## config.mk

```make
export PLATFORM = sky130hd
export DESIGN_NAME = hex_hop_path_parser_top
export DESIGN_NICKNAME = d
export VERILOG_FILES = /design/src/hw/rtl/hhp_pkg.sv /design/src/hw/rtl/hex_hop_path_parser_top.sv /design/src/hw/rtl/hhp_step.sv
export SDC_FILE = /design/constraint.sdc
export NUM_CORES = 1
export LEC_CHECK = 0
export CAP_MARGIN = 20
export CORE_MARGIN = 2
export CORE_UTILIZATION = 40
export CTS_CLUSTER_SIZE = 20
export DETAILED_ROUTE_END_ITERATION = 10
export DONT_BUFFER_PORTS = 1
export GPL_TIMING_DRIVEN = 0
export SYNTH_ARGS = -nofsm -noshare
export SYNTH_HDL_FRONTEND = slang
export SYNTH_HIERARCHICAL = 1
export SYNTH_SLANG_ARGS = --single-unit
```

## constraint.sdc

```tcl
create_clock -name clk -period 3.2 [get_ports clk]
set_input_delay 0.48 -clock clk [delete_from_list [all_inputs] [get_ports clk]]
set_output_delay 0.48 -clock clk [all_outputs]
set_load 0.1 [all_outputs]
```

## src/hw/rtl/hhp_pkg.sv

```systemverilog
// Shared types, constants and the hex digit decoder for the hop path parser.
// No dependencies; used by every module of the block.
package hhp_pkg;

	localparam int OutCapDefault = 64;  // bytes allowed per text
	localparam int MaxHops       = 63;
	localparam int HopCntW       = 7;   // holds MaxHops + 1
	localparam int HashSizeW     = 2;
	localparam int InDataW       = 8;
	localparam int OutDataW      = 16;  // byte(8) + hops(6) + ok(1), padded

	localparam logic [HashSizeW-1:0] HashSizeReset = 2'd1;
	localparam logic [7:0] ChComma = 8'h2c;
	localparam logic [7:0] ChSpace = 8'h20;
	localparam logic [7:0] ChZero  = 8'h30;
	localparam logic [7:0] ChLowA  = 8'h61;
	localparam logic [7:0] ChUpA   = 8'h41;
	localparam logic [7:0] HexTen  = 8'd10;

	// func codes on the input side, kind codes on the output side
	localparam logic FuncChar    = 1'b0;
	localparam logic FuncEnd     = 1'b1;
	localparam logic KindByte    = 1'b0;
	localparam logic KindStatus  = 1'b1;

	// parser phase, one-hot
	typedef enum logic [3:0] {
		PH_SEP  = 4'b0001,  // between tokens
		PH_HIGH = 4'b0010,  // high digit held
		PH_NEXT = 4'b0100,  // inside a token, next byte expected
		PH_DONE = 4'b1000   // token complete, separator or end expected
	} phase_t;

	typedef struct packed {
		logic       func;
		logic [7:0] char_code;
	} item_t;

	typedef struct packed {
		logic       valid;
		logic       kind;
		logic [7:0] byte_value;
		logic [5:0] hop_count;
		logic       path_ok;
	} result_t;

	typedef struct packed {
		logic       bad;
		logic [3:0] value;
	} hex_t;

	function automatic hex_t hex_decode(input logic [7:0] c);
		hex_t h;
		logic [7:0] t;
		h = '{bad: 1'b0, value: 4'd0};
		t = 8'd0;
		if (c inside {[8'h30:8'h39]}) begin
			t = c - ChZero;
		end else if (c inside {[8'h61:8'h66]}) begin
			t = c - ChLowA + HexTen;
		end else if (c inside {[8'h41:8'h46]}) begin
			t = c - ChUpA + HexTen;
		end else begin
			h.bad = 1'b1;
		end
		h.value = t[3:0];
		return h;
	endfunction

	function automatic logic is_sep(input logic [7:0] c);
		return (c == ChComma) || (c == ChSpace);
	endfunction

endpackage

```

## src/hw/rtl/hex_hop_path_parser_top.sv

```systemverilog
// Top level of the hop path text parser: input register, parser step, result register.
// Depends on hhp_pkg and hhp_step.
//
//  channel | dir | handshake          | payload
//  --------+-----+--------------------+--------------------------------------------
//  s_      | in  | s_tvalid/s_tready  | tdata: char_code; tuser: func (1 = end)
//  m_      | out | m_tvalid/m_tready  | tdata: byte_value, hop_count, path_ok;
//          |     |                    | tuser: kind (1 = final status)
//  cfg_    | in  | cfg_wen            | cfg_wdata: hash_size
//
// One character per cycle sustained while m_tready stays high. A request is decoded
// against the parser state while it sits in the input register, and its result (if
// any) moves into the output register that drives m_tvalid once that register is free.
// arst_n clears the parser state, both valid flags and sets hash_size to 1.
// A stalled m_ side holds the output register; the input register then holds
// too, and s_tready drops only once both are full.
module hex_hop_path_parser_top
	import hhp_pkg::*;
#(
	parameter int OUT_CAP = OutCapDefault
) (
	input  logic                 clk,
	input  logic                 arst_n,
	input  logic                 s_tvalid,
	output logic                 s_tready,
	input  logic [InDataW-1:0]   s_tdata,   // [7:0] char_code
	input  logic                 s_tuser,   // [0] func
	output logic                 m_tvalid,
	input  logic                 m_tready,
	output logic [OutDataW-1:0]  m_tdata,   // [7:0] byte_value, [13:8] hop_count,
	                                        // [14] path_ok, [15] zero
	output logic                 m_tuser,   // [0] kind
	input  logic                 cfg_wen,
	input  logic [HashSizeW-1:0] cfg_wdata  // hash_size
);

	logic [HashSizeW-1:0] hash_q;
	logic                 valid_s1;
	item_t                item_s1;
	logic                 out_valid_q;
	result_t              res;
	result_t              out_q;
	logic                 advance;
	logic                 out_free;

	// hash size register; the user must write it only while the block is idle (not enforced);
	// a size of zero is accepted here and flagged per character by the step logic
	always_ff @(posedge clk or negedge arst_n) begin
		if (!arst_n) begin
			hash_q <= HashSizeReset;
		end else if (cfg_wen) begin
			hash_q <= cfg_wdata;
		end
	end

	// stage 1 request moves on once the output register can take its result
	assign out_free = !out_valid_q || m_tready;
	assign advance  = valid_s1 && out_free;
	assign s_tready = !valid_s1 || out_free;

	always_ff @(posedge clk or negedge arst_n) begin
		if (!arst_n) begin
			valid_s1 <= 1'b0;
		end else if (s_tready) begin
			valid_s1 <= s_tvalid;
		end
	end

	always_ff @(posedge clk) begin
		if (s_tvalid && s_tready) begin
			item_s1.func      <= s_tuser;
			item_s1.char_code <= s_tdata;
		end
	end

	hhp_step #(
		.OUT_CAP (OUT_CAP)
	) u_step (
		.clk       (clk),
		.arst_n    (arst_n),
		.advance   (advance),
		.item_s1   (item_s1),
		.hash_size (hash_q),
		.res       (res)
	);

	// result register; status results come from end requests, bytes from low digits
	always_ff @(posedge clk or negedge arst_n) begin
		if (!arst_n) begin
			out_valid_q <= 1'b0;
		end else if (advance && res.valid) begin
			out_valid_q <= 1'b1;
		end else if (m_tready) begin
			out_valid_q <= 1'b0;
		end
	end

	always_ff @(posedge clk) begin
		if (advance && res.valid) begin
			out_q <= res;
		end
	end

	assign m_tvalid = out_valid_q;
	assign m_tuser  = out_q.kind;
	assign m_tdata  = {1'b0, out_q.path_ok, out_q.hop_count, out_q.byte_value};

endmodule

```

## src/hw/rtl/hhp_step.sv

```systemverilog
// Parser state registers and the per-character next-state and result logic.
// Depends on hhp_pkg.
module hhp_step
	import hhp_pkg::*;
#(
	parameter int OUT_CAP = OutCapDefault
) (
	input  logic                 clk,
	input  logic                 arst_n,
	input  logic                 advance,     // item in stage 1 is consumed
	input  item_t                item_s1,
	input  logic [HashSizeW-1:0] hash_size,
	output result_t              res
);

	localparam int TotW = $clog2(OUT_CAP + 1);

	phase_t              phase_q, phase_d;
	logic [3:0]          high_q, high_d;
	logic [1:0]          bih_q, bih_d;
	logic [TotW-1:0]     total_q, total_d;
	logic [HopCntW-1:0]  hops_q, hops_d;
	logic                failed_q, failed_d;

	hex_t                hx;
	logic [1:0]          bih_inc;
	logic [HopCntW-1:0]  hops_inc;
	logic                ok;

	always_comb begin
		hx       = hex_decode(item_s1.char_code);
		bih_inc  = bih_q + 2'd1;
		hops_inc = hops_q + HopCntW'(1);
		ok       = !failed_q && (hash_size != '0)
		           && (phase_q == PH_SEP || phase_q == PH_DONE)
		           && (hops_q <= HopCntW'(MaxHops));

		phase_d  = phase_q;
		high_d   = high_q;
		bih_d    = bih_q;
		total_d  = total_q;
		hops_d   = hops_q;
		failed_d = failed_q;
		res      = '0;

		if (item_s1.func == FuncEnd) begin
			res.valid     = 1'b1;
			res.kind      = KindStatus;
			res.path_ok   = ok;
			res.hop_count = ok ? hops_q[5:0] : 6'd0;
			phase_d  = PH_SEP;
			high_d   = 4'd0;
			bih_d    = 2'd0;
			total_d  = '0;
			hops_d   = '0;
			failed_d = 1'b0;
		end else if (failed_q) begin
			// swallow everything until the end marker
		end else if (hash_size == '0) begin
			failed_d = 1'b1;
		end else begin
			case (phase_q)
				PH_SEP: begin
					if (!is_sep(item_s1.char_code)) begin
						if (hx.bad) begin
							failed_d = 1'b1;
						end else begin
							high_d  = hx.value;
							phase_d = PH_HIGH;
						end
					end
				end
				PH_NEXT: begin
					if (hx.bad) begin
						failed_d = 1'b1;
					end else begin
						high_d  = hx.value;
						phase_d = PH_HIGH;
					end
				end
				PH_DONE: begin
					if (is_sep(item_s1.char_code)) begin
						phase_d = PH_SEP;
					end else begin
						failed_d = 1'b1;
					end
				end
				PH_HIGH: begin
					if (hx.bad || total_q >= TotW'(OUT_CAP)) begin
						failed_d = 1'b1;
					end else begin
						res.valid      = 1'b1;
						res.kind       = KindByte;
						res.byte_value = {high_q, hx.value};
						total_d        = total_q + TotW'(1);
						if (bih_inc >= hash_size) begin
							bih_d   = 2'd0;
							phase_d = PH_DONE;
							hops_d  = hops_inc;
							if (hops_inc > HopCntW'(MaxHops)) failed_d = 1'b1;
						end else begin
							bih_d   = bih_inc;
							phase_d = PH_NEXT;
						end
					end
				end
				default: begin
					phase_d  = PH_SEP;
					failed_d = 1'b1;
				end
			endcase
		end
	end

	always_ff @(posedge clk or negedge arst_n) begin
		if (!arst_n) begin
			phase_q  <= PH_SEP;
			high_q   <= 4'd0;
			bih_q    <= 2'd0;
			total_q  <= '0;
			hops_q   <= '0;
			failed_q <= 1'b0;
		end else if (advance) begin
			phase_q  <= phase_d;
			high_q   <= high_d;
			bih_q    <= bih_d;
			total_q  <= total_d;
			hops_q   <= hops_d;
			failed_q <= failed_d;
		end
	end

endmodule

```

==> reports/metrics.cfg <==
[global_routing]
overflow = 0
grt_pass1_wl_mm = 10.6
grt_pass1_vias = 2122
grt_max_degree = 30
antenna_found_initial = 0
grt_usage = 0.162

[layout]
nets = 302
n_antenna_cell = 0
postLayoutCoreUtil = 0.446
final_common_cell = dfrtp_1
drive_above_1_share = 0.0860
stdcell_area_mm2 = 0.00322
syn_to_final_growth_pct = 9.07
mostFrequentLayoutCells = 27 x dfrtp_1, 25 x edfxtp_1, 14 x nand2_1, 14 x inv_1, 14 x nor2_1

[routing]
finalWirelength_mm = 6.16
drc_errors = 0
avgRoutedWirePerCell_um = 16.3
drt_first_pass_iters = 6
drtIter0Drc = 249
vias = 2138
antenna_left = 0
vias_per_cell = 5.66

[timing]
whs_ns = 0.256
hold_viol = 0
period_needed_ns = 3.03
final_max_slew_viol_count = 0
clock.fmax_mhz = 330
final_min_period_over_clock_period = 0.948
fin_setup_tns_ns = 0
rsz0062_at_grt = no
setup_viol = 0
slew_headroom = 0.338
worst_pin_slew_ns = 0.993
fin_skew_ns = 0.00645

[place]
finalWeightedCongestion = 0.869
port_buffers = 0
dp_hpwl_mm = 4.46
place_area_mm2 = 0.00308

[logic_synthesis]
synth-seq-cells = 54
ys_types = 70
syn_area_mm2 = 0.00295
synth-edff-count = 25
synth_warnings = 6
yosysTopAreaCellShare = 0.254
seq_area_frac_synth = 0.501
netlist_top_cells_area = edfxtp_1 25%, dfrtp_1 23%, ha_1 3.4%, and2_1 2.5%, a31oi_1 1.9%
synth_cells = 269
synth_fp_nets = 293
synth_area_leader_cell = edfxtp_1
avgSynthCellArea_um2 = 11.0
ys.flop_type = dfrtp_1
synthArstFlopShare = 0.537

[setup_path]
path_class = reg2reg
worstPathRequired_ns = 3.16
startpoint_type = flop
arrival_ns = 2.99
cp-end-kind = flop
crit_path_max_fanout = 16

[floorplanning]
die_w_um = 89.9
dieArea_mm2 = 0.00808
coreArea_mm2 = 0.00721
rows = 31
ioPinCount = 35
die_h_um = 89.9
start_util = 0.409

[clocking]
cts-root-buf = clkbuf_8
cts_setup_buffers = 0
cts_tree = yes
clock_sinks = 54
clock_latency_ns = 0.31
clk_pin_slew_ns = 0.10
clockBufferDepth = 2
numCtsBuffers = 5
htreeDepth = 2

[power_and_ir_drop]
pwr_density_cell_mw_per_mm2 = 518
leakage_nw = 1.26
peakVddDrop_mv = 0.222
power.total_mw = 1.67

[run]
maxCapViolations = 0

[outcome]
outcome = complete, no violations

[min_path]
hold_path.class = in2reg

[logic make-up after synthesis]
| group | synth area share |
|---|---|
| AND/OR/NAND/NOR | 0.189 |
| XOR/XNOR | 0.0237 |
| adder cells (fa/ha/maj) | 0.0339 |
| multiplexers | 0.0288 |
| other | 0.00127 |
| AO/OA/AOI/OAI | 0.189 |
| buffers and inverters | 0.0331 |
| flip-flops | 0.501 |
[cells in the mapped netlist (4+ instances only)]
cell type	number
dfrtp_1	27
ha_1	8
o21ai_0	4
and2_1	12
and3_1	6
nand2_1	14
nor2b_1	4
nor2_1	14
o21ai_1	5
inv_1	14
o31ai_1	6
a31oi_1	9
nor4_1	4
a21oi_1	11
nand2b_1	4
clkbuf_1	6
mux2i_1	4
edfxtp_1	25
xnor2_1	5
nor3_1	5
nand3_1	9
[timing repair]
item	in CTS	in global routing
endpoints found under the setup margin	16	0
hold buffers	2	0
endpoints found under the hold margin	29	0
resized for setup	1	0
[routing by layer]
layer | vias up | track usage | part of all wire
met1 | 1026 | 0.234 | 0.49
met2 | 79 | 0.244 | 0.44
met5 | - | 0 | 0
li1 | 1025 | - | -
met3 | 8 | 0.0293 | 0.056
met4 | 0 | 0.0577 | 0.016
[final cells by class]
cell class                 instances  area (um^2)
timing repair buffer               2         30.0
clock buffer                       7         76.3
multi-input combinational        191         1380
tap                               99          124
inverter                          15         56.3
buffer                             9         41.3
sequential                        54         1480
fill                             722         4000
clock inverter                     1         30.0
[through the flow]
step | cells | worst slack (ns)
floorplan | 269 | 0.0545
finish | 378 | 0.166
global placement | 368 | -0.533
CTS | 378 | 0.142
detailed placement | 368 | -0.104
global route | 378 | 0.0241
[registers in the layout, summed over array words and instances, names as in the netlist, 2 cells and up]
name,count
item_s1,9
m_tdata,15
u_step/high_q,4
hash_q,2
u_step/bih_q,2
u_step/phase_q,4
u_step/total_q,7
u_step/hops_q,7
[power breakdown]
| part | internal [mW] | switching [mW] |
|---|---|---|
| registers | 0.780 | 0.122 |
| logic | 0.116 | 0.194 |
| clock network | 0.235 | 0.221 |
[critical path: stages, from the launching register on]
cell	delay (ns)
edfxtp_1	0.53
or4b_4	0.57
or3_4	0.43
a211oi_4	0.39
nand2_1	0.12
nand2_1	0.10
nand2_1	0.10
nor2b_4	0.42
[worst paths after layout]
check	start	end	slack [ns]	cells after the start
min	s_tdata[0]	item_s1[0]	0.26	0
max reg2reg	item_s1[3]	m_tdata[10]	0.17	7
max	item_s1[3]	m_tdata[10]	0.17	7
max in group asynchronous	arst_n	u_step/phase_q[0]	2.35	2
min reg2reg	u_step/high_q[1]	u_step/high_q[1]	0.50	1
min in group asynchronous	arst_n	u_step/hops_q[3]	0.61	2
Power figures use the tool's default switching activity.
